File: config.mk
export PLATFORM = sky130hd
export DESIGN_NAME = frame_deadline_pacer
export DESIGN_NICKNAME = d
export VERILOG_FILES = /design/src/sv/fdp_pkg.sv /design/src/sv/fdp_alu.sv /design/src/sv/frame_deadline_pacer.sv
export SDC_FILE = /design/constraint.sdc
export NUM_CORES = 1
export LEC_CHECK = 0
export ABC_AREA = 0
export BUFFER_PORTS_ARGS = -buffer_cell sky130_fd_sc_hd__buf_2
export CORE_UTILIZATION = 60
export CTS_CLUSTER_SIZE = 10
export DETAILED_ROUTE_END_ITERATION = 7
export GPL_ROUTABILITY_DRIVEN = 0
export PLACE_DENSITY = 0.85
export SYNTH_ARGS = -nofsm -noshare
export SYNTH_HDL_FRONTEND = slang
export SYNTH_HIERARCHICAL = 1
export SYNTH_SLANG_ARGS = --single-unit
File: constraint.sdc
create_clock -name clk -period 6.1 [get_ports clk]
set_input_delay 0.61 -clock clk [delete_from_list [all_inputs] [get_ports clk]]
set_output_delay 0.61 -clock clk [all_outputs]
set_load 0.01 [all_outputs]
File: src/sv/fdp_pkg.sv
`timescale 1ns / 1ps

package fdp_pkg;

  // Time arithmetic width and the wider of it and the 32-bit port width
  localparam int TIME_WIDTH = 32;
  localparam int TIME_EXT_W = (TIME_WIDTH > 32) ? TIME_WIDTH : 32;

  // Remainder accumulator sum: 8-bit accumulator plus 8x4 product
  localparam int SUM_W     = 12;
  localparam int DIV_STEPS = SUM_W;
  localparam int IVL_W     = 20;

  // Register reset values
  localparam logic [15:0] BASE_RESET = 16'd16666;
  localparam logic [7:0]  FRAC_RESET = 8'd40;
  localparam logic [7:0]  RATE_RESET = 8'd60;

  localparam logic [30:0] WAIT_MAX = 31'h7FFF_FFFF;

  // Configuration register indexes
  localparam logic [7:0] CFG_BASE = 8'd0;
  localparam logic [7:0] CFG_FRAC = 8'd1;
  localparam logic [7:0] CFG_RATE = 8'd2;

  typedef enum logic [2:0] {
    ST_IDLE,
    ST_PROD,
    ST_SUM,
    ST_DIV,
    ST_IVL,
    ST_DIFF,
    ST_ADV,
    ST_DONE
  } state_t;

  typedef enum logic {
    ALU_ADD,
    ALU_SUB
  } alu_op_t;

  typedef struct packed {
    alu_op_t               op;
    logic [TIME_WIDTH-1:0] a;
    logic [TIME_WIDTH-1:0] b;
  } alu_req_t;

  typedef struct packed {
    logic                  carry;
    logic [TIME_WIDTH-1:0] sum;
  } alu_rsp_t;

endpackage

File: src/sv/fdp_alu.sv
`timescale 1ns / 1ps

module fdp_alu (
  input  fdp_pkg::alu_req_t req,
  output fdp_pkg::alu_rsp_t rsp
);
  import fdp_pkg::*;

  logic [TIME_WIDTH-1:0] b_in;
  logic [TIME_WIDTH:0]   total;

  // Add, or subtract by two's complement; carry out high means a >= b on subtract
  always_comb begin
    b_in  = (req.op == ALU_SUB) ? ~req.b : req.b;
    total = {1'b0, req.a} + {1'b0, b_in} + {{TIME_WIDTH{1'b0}}, (req.op == ALU_SUB)};
  end

  assign rsp.carry = total[TIME_WIDTH];
  assign rsp.sum   = total[TIME_WIDTH-1:0];

endmodule

File: src/sv/frame_deadline_pacer.sv
`timescale 1ns / 1ps
// One frame event at a time: in_stall holds off the next input until the result is loaded
// into the output register. The 12 steps of the restoring divide by the refresh rate on the
// single shared adder take most of that time, and a stalled output that still holds a result
// keeps the new result waiting in ST_DONE, and the input stalled, until the output is free.
// Reset: registers return to 16666 / 40 / 60, deadline and accumulator clear,
// and the timeline is marked not started.
module frame_deadline_pacer (
  input  logic        clk,
  input  logic        rst,
  input  logic        cfg_valid,
  output logic        cfg_ready,
  input  logic [7:0]  cfg_index,
  input  logic [15:0] cfg_data,
  input  logic        in_valid,
  output logic        in_stall,
  input  logic [31:0] now_usec,
  input  logic [3:0]  rate_divisor,
  output logic        out_valid,
  input  logic        out_stall,
  output logic [30:0] wait_usec,
  output logic        deadline_missed,
  output logic [31:0] next_deadline_usec
);
  import fdp_pkg::*;

  state_t state, state_next;

  logic [15:0] base_interval_usec;
  logic [7:0]  fraction_per_interval;
  logic [7:0]  refresh_rate_hz;

  logic [TIME_WIDTH-1:0] deadline_usec;
  logic [7:0]            fraction_accumulator;
  logic                  timeline_started;

  logic [TIME_WIDTH-1:0] now;
  logic [3:0]            divisor;
  logic [IVL_W-1:0]      base_prod;
  logic [SUM_W-1:0]      frac_prod;
  logic [SUM_W-1:0]      sum_sh;
  logic [SUM_W-1:0]      quot;
  logic [7:0]            rem;
  logic [3:0]            div_cnt;
  logic [TIME_WIDTH-1:0] interval;
  logic [30:0]           wait_r;
  logic                  missed_r;

  logic [TIME_EXT_W-1:0] now_ext;
  logic [TIME_EXT_W-1:0] diff_ext;
  logic [TIME_EXT_W-1:0] dl_ext;
  logic [7:0]            rate_eff;
  logic [8:0]            trial;
  logic                  div_last;
  logic                  in_xfer;

  alu_req_t alu_req;
  alu_rsp_t alu_rsp;

  fdp_alu u_alu (
    .req (alu_req),
    .rsp (alu_rsp)
  );

  assign cfg_ready = 1'b1;
  assign in_stall  = (state != ST_IDLE);
  assign in_xfer   = in_valid && !in_stall;

  assign now_ext  = TIME_EXT_W'(now_usec);
  assign diff_ext = TIME_EXT_W'(alu_rsp.sum);
  assign dl_ext   = TIME_EXT_W'(deadline_usec);
  assign rate_eff = (refresh_rate_hz == 8'd0) ? 8'd1 : refresh_rate_hz;
  assign trial    = {rem, sum_sh[SUM_W-1]};
  assign div_last = (div_cnt == 4'(DIV_STEPS - 1));

  // Sequence the shared adder and pick the next state
  always_comb begin
    state_next  = state;
    alu_req.op  = ALU_ADD;
    alu_req.a   = '0;
    alu_req.b   = '0;
    case (state)
      ST_IDLE: begin
        if (in_xfer) state_next = ST_PROD;
      end
      ST_PROD: begin
        state_next = ST_SUM;
      end
      ST_SUM: begin
        alu_req.a  = TIME_WIDTH'(fraction_accumulator);
        alu_req.b  = TIME_WIDTH'(frac_prod);
        state_next = ST_DIV;
      end
      ST_DIV: begin
        alu_req.op = ALU_SUB;
        alu_req.a  = TIME_WIDTH'(trial);
        alu_req.b  = TIME_WIDTH'(rate_eff);
        if (div_last) state_next = ST_IVL;
      end
      ST_IVL: begin
        alu_req.a  = TIME_WIDTH'(base_prod);
        alu_req.b  = TIME_WIDTH'(quot);
        state_next = ST_DIFF;
      end
      ST_DIFF: begin
        alu_req.op = ALU_SUB;
        alu_req.a  = deadline_usec;
        alu_req.b  = now;
        state_next = ST_ADV;
      end
      ST_ADV: begin
        alu_req.a  = deadline_usec;
        alu_req.b  = interval;
        state_next = ST_DONE;
      end
      ST_DONE: begin
        if (!out_valid || !out_stall) state_next = ST_IDLE;
      end
      default: state_next = ST_IDLE;
    endcase
  end

  always_ff @(posedge clk) begin
    if (rst) state <= ST_IDLE;
    else     state <= state_next;
  end

  // Configuration registers
  always_ff @(posedge clk) begin
    if (rst) begin
      base_interval_usec    <= BASE_RESET;
      fraction_per_interval <= FRAC_RESET;
      refresh_rate_hz       <= RATE_RESET;
    end else if (cfg_valid && cfg_ready) begin
      case (cfg_index)
        CFG_BASE: base_interval_usec    <= cfg_data;
        CFG_FRAC: fraction_per_interval <= cfg_data[7:0];
        CFG_RATE: refresh_rate_hz       <= cfg_data[7:0];
        default:  ;
      endcase
    end
  end

  // Pacing state
  always_ff @(posedge clk) begin
    if (rst) begin
      deadline_usec        <= '0;
      fraction_accumulator <= '0;
      timeline_started     <= 1'b0;
    end else begin
      case (state)
        ST_IDLE: begin
          if (in_xfer && !timeline_started) begin
            deadline_usec    <= now_ext[TIME_WIDTH-1:0];
            timeline_started <= 1'b1;
          end
        end
        ST_DIV: begin
          if (div_last) fraction_accumulator <= alu_rsp.carry ? alu_rsp.sum[7:0] : trial[7:0];
        end
        ST_DIFF: begin
          if (alu_rsp.sum[TIME_WIDTH-1]) deadline_usec <= now;
        end
        ST_ADV: begin
          deadline_usec <= alu_rsp.sum;
        end
        default: ;
      endcase
    end
  end

  // Working registers of the current event
  always_ff @(posedge clk) begin
    case (state)
      ST_IDLE: begin
        if (in_xfer) begin
          now     <= now_ext[TIME_WIDTH-1:0];
          divisor <= (rate_divisor == 4'd0) ? 4'd1 : rate_divisor;
        end
      end
      ST_PROD: begin
        base_prod <= IVL_W'(base_interval_usec) * IVL_W'(divisor);
        frac_prod <= SUM_W'(fraction_per_interval) * SUM_W'(divisor);
      end
      ST_SUM: begin
        sum_sh  <= alu_rsp.sum[SUM_W-1:0];
        rem     <= '0;
        quot    <= '0;
        div_cnt <= '0;
      end
      ST_DIV: begin
        // One quotient bit a step: keep the difference when the trial fits
        rem     <= alu_rsp.carry ? alu_rsp.sum[7:0] : trial[7:0];
        quot    <= {quot[SUM_W-2:0], alu_rsp.carry};
        sum_sh  <= {sum_sh[SUM_W-2:0], 1'b0};
        div_cnt <= div_cnt + 4'd1;
      end
      ST_IVL: begin
        interval <= alu_rsp.sum;
      end
      ST_DIFF: begin
        missed_r <= alu_rsp.sum[TIME_WIDTH-1];
        if (alu_rsp.sum[TIME_WIDTH-1] || (alu_rsp.sum == '0)) wait_r <= '0;
        else if (|diff_ext[TIME_EXT_W-1:31])                 wait_r <= WAIT_MAX;
        else                                                 wait_r <= diff_ext[30:0];
      end
      default: ;
    endcase
  end

  // Output register: load when free, drop valid on transfer
  always_ff @(posedge clk) begin
    if (rst) begin
      out_valid <= 1'b0;
    end else if (state == ST_DONE && (!out_valid || !out_stall)) begin
      out_valid <= 1'b1;
    end else if (out_valid && !out_stall) begin
      out_valid <= 1'b0;
    end
  end

  always_ff @(posedge clk) begin
    if (state == ST_DONE && (!out_valid || !out_stall)) begin
      wait_usec          <= wait_r;
      deadline_missed    <= missed_r;
      next_deadline_usec <= dl_ext[31:0];
    end
  end

endmodule
==> metrics.md <==
| Metric | Value |
|---|---|
| Status | `completed` |
| Die X | `175 microns` |
| Layout area overhead | `11.2%` |
| Vias/cell | `6.16` |
| Seq cells post-synth | `309` |
| Sequential cell area | `8520 sq um` |
| NumNets Final | `2029` |
| Layout cells sized above 1 | `0.127` |
| Top fanout value on the critical path | `44` |
| Global-route wire length before repair | `69600 microns` |
| Filler cells | `2186` |
| Net Sw Frac | `0.257` |
| Worst hold path startpoint | `rate_divisor[3]` |
| Area taken by multi-input logic gates | `8700 sq um` |
| FF-to-FF path depth | `19` |
| Worst slew pin tran | `0.939 ns` |
| Main flop type after synthesis | `edfxtp_1` |
| Type of the worst setup path | `flop to flop` |
| CTS buffer count | `38` |
| Mean Syn Cell Area | `10.3 sq um` |
| Number of enable flip-flop cells after synthesis | `232` |
| Post-DP HPWL | `30500 microns` |
| RSZ-0062 raised after global routing | `false` |
| Global route overflow | `0` |
| Util after Layout | `0.677` |
| Total number of vias | `13964` |
| Final wirelength | `43900 microns` |
| Clock sinks | `309` |
| Total GRT Usage | `0.287` |
| Worst EP required | `6.38 ns` |
| CP peak stage delay | `0.70 ns` |
| Clock latency on the worst-skew pair | `0.54 ns` |
| Setup TNS | `0 ns` |
| Crit path arrival time | `5.61 ns` |
| CP Capture Point | `wait_r[6]` |
| Hold Crit Class | `input port to flop` |
| FFs w/ async S/R, synth | `0` |
| Critical Path Start | `state[0]` |
| FF-to-FF End | `wait_r[6]` |
| Root buf cell | `clkbuf_16` |
| Post-Synthesis Cells | `1755` |
| Ports | `132` |
| Net Switching | `1.30 mW` |
| CTS resizes | `0` |
| Most frequent CP cell | `buf_4` |
| Final setup vio count | `0` |
| Worst hold margin | `0.275 ns` |
| CP max-delay cell | `dfxtp_4` |
| Clock power frac | `0.398` |
| Via count of the first global-routing pass | `13399` |
| Core area | `29600 sq um` |
| Drt drc | `0` |
| Combinational power share | `0.121` |
| Sequential share of the synthesized area | `0.472` |
| Initial Utilization | `0.609` |
| Fin crit share | `0.874` |
| Crit path cell chain | `buf_4, nand2b_1, a21boi_1, buf_4, a22o_1, ha_1, a21oi_1, o21bai_1, a21o_1, a221o_1, a211oi_2, o21ai_1, xor2_1, nor4_1, nand4_1, nor2_1, nor2_1, buf_4, and2_1` |
| Reg power frac | `0.481` |
| Mapped cell area | `18000 sq um` |
| Buffers on Ports | `130` |
| Period minus WS final | `5.33 ns` |
| Int Pwr | `3.78 mW` |
| Syn Nets | `1936` |
| Reg2reg start | `state[0]` |
| Clk_skew | `0.0263 ns` |
| Slew HR | `0.372` |
| Synth cell types | `72` |
| Die height | `175 microns` |
| Crit end category | `flop` |
| CTS tree | `done` |
| Static leakage | `8.31 nW` |
| Non-Filler Instances | `2268` |
| H-tree depth | `2` |
| First DRT Iteration DRCs | `1458` |
| Antenna violations before repair | `1` |
| YS warnings | `6` |
| Die ar. | `30800 sq um` |
| Max_cap viols | `0` |
| Clock slew seen by the registers of the worst setup and hold paths | `0.05 ns` |
| Fin. Hold Viols | `0` |
| Placement row count | `63` |
| Drt first pass iters | `6` |
| CTS Buffer Depth | `3` |
| Final Max Slew Viols | `0` |
| CTS Hold Bufs | `0` |
| Placed Instances | `2198` |
| Worst Setup Start Kind | `flop` |
| Most frequent cells in the layout | `232 x edfxtp_1, 198 x a21oi_1, 136 x nand2_1, 130 x buf_2, 124 x and2_1` |
| PD cells | `253 nW/um^2` |
| Setup Fix Bufs, Post-CTS | `0` |
| Flop2flop setup slack | `0.77 ns` |
| Largest net degree at the start of global routing | `78` |
| Maximum vdd drop | `205 uV` |
| FMAX | `188 MHz` |
| Remaining antenna violation count | `0` |
| Design Power | `5.08 mW` |
| WL/cell | `19.3 microns` |
| Commonest non-fill, non-tap cell in the layout | `edfxtp_1` |
[cell type report]
class / count / share of cell area
diodes: 2 / 0.000249
clock buffers: 61 / 0.0527
clock inverters: 7 / 0.00281
inverters: 101 / 0.0189
multi-input cells: 1240 / 0.434
flip-flops and latches: 309 / 0.425
well taps: 390 / 0.0243
repair buffers: 158 / 0.0429
[power by group through the flow]
| stage | logic (mW) | clock network (mW) | registers, mW |
|---|---|---|---|
| final | 0.614 | 2.03 | 2.44 |
| after global routing | 0.670 | 2.13 | 2.45 |
| after CTS | 0.604 | 2.06 | 2.44 |
| after detailed placement | 0.600 | 0 | 2.48 |
| after global placement | 0.577 | 0 | 2.48 |
| after floorplan | 0.447 | 0 | 2.44 |
[synth_stat cells, types with 6 or more instances]
cell type / number / share of area
nor2b_1: 6 / 0.0021
clkbuf_1: 57 / 0.012
buf_6: 7 / 0.0044
and3_1: 6 / 0.0021
nor4_1: 11 / 0.0038
o21bai_1: 7 / 0.0029
a21o_1: 19 / 0.0079
a211o_1: 8 / 0.0039
o21ai_1: 8 / 0.0022
a211oi_1: 17 / 0.0071
o21a_1: 8 / 0.0033
xor2_1: 53 / 0.026
nand2b_1: 70 / 0.024
o22ai_1: 19 / 0.0066
buf_2: 34 / 0.0094
nand4_1: 11 / 0.0038
edfxtp_1: 232 / 0.39
nand3_1: 43 / 0.012
dfxtp_1: 77 / 0.085
xnor2_1: 29 / 0.014
fa_1: 41 / 0.045
a22o_1: 63 / 0.031
nand2_1: 136 / 0.028
a21oi_1: 199 / 0.055
inv_1: 100 / 0.021
and2_1: 125 / 0.043
mux2i_1: 56 / 0.031
nor2_1: 122 / 0.025
nand3b_1: 6 / 0.0025
ha_1: 75 / 0.052
o21ai_0: 29 / 0.0080
nor3_1: 10 / 0.0028
[cell families after synthesis]
logic type / share of synthesized area
other cells: 0.000208
buf+inv: 0.0490
mux: 0.0337
flops: 0.472
xor+xnor: 0.0398
compound gates: 0.152
fa+ha+maj: 0.0975
simple gates: 0.156
[stage by stage]
step | instance area [sq um] | setup slack [ns]
CTS | 20100 | 0.853
global placement | 18900 | 0.879
detailed placement | 18900 | 0.875
global route | 20100 | 0.430
floorplan | 18000 | 0.455
finish | 20100 | 0.767
[per-layer routing]
layer	vias to the layer above	track usage	routed length, microns
met5	-	0	13
met4	2	0.109	1300
met3	113	0.0407	3900
met2	774	0.480	20900
met1	6673	0.379	17800
li1	6402	-	-
[sequential cells by signal (all words and copies together), names as in the netlist]
signal and count:
base_prod 20, now 32, wait_r 31, rem 8, out_valid 1, wait_usec 31, refresh_rate_hz 8, state 3
div_cnt 4, fraction_per_interval 8, deadline_missed 1, timeline_started 1, base_interval_usec 16, missed_r 1, fraction_accumulator 8, sum_sh 12
frac_prod 12, divisor 4, quot 12, interval 32, next_deadline_usec 32, deadline_usec 32
[worst max-delay path, delay by kind of cell, from the launching register on]
kind | cells | cell delay (ns)
AO/OA/AOI/OAI | 8 | 1.82
AND/OR/NAND/NOR | 6 | 1.12
buffers and inverters | 3 | 0.89
flip-flops | 1 | 0.70
adder cells (fa/ha/maj) | 1 | 0.34
XOR/XNOR | 1 | 0.20
[how the worst min path moves through the flow]
stage / cells past startpoint / end
5_1_grt: 1 / divisor[2]
3_5_place_dp: 0 / wait_usec[1]
2_1_floorplan: 0 / deadline_missed
4_1_cts: 1 / divisor[3]
6_report: 1 / divisor[3]
3_3_place_gp: 0 / wait_usec[9]
No activity file was read; power rests on OpenSTA's default activity.
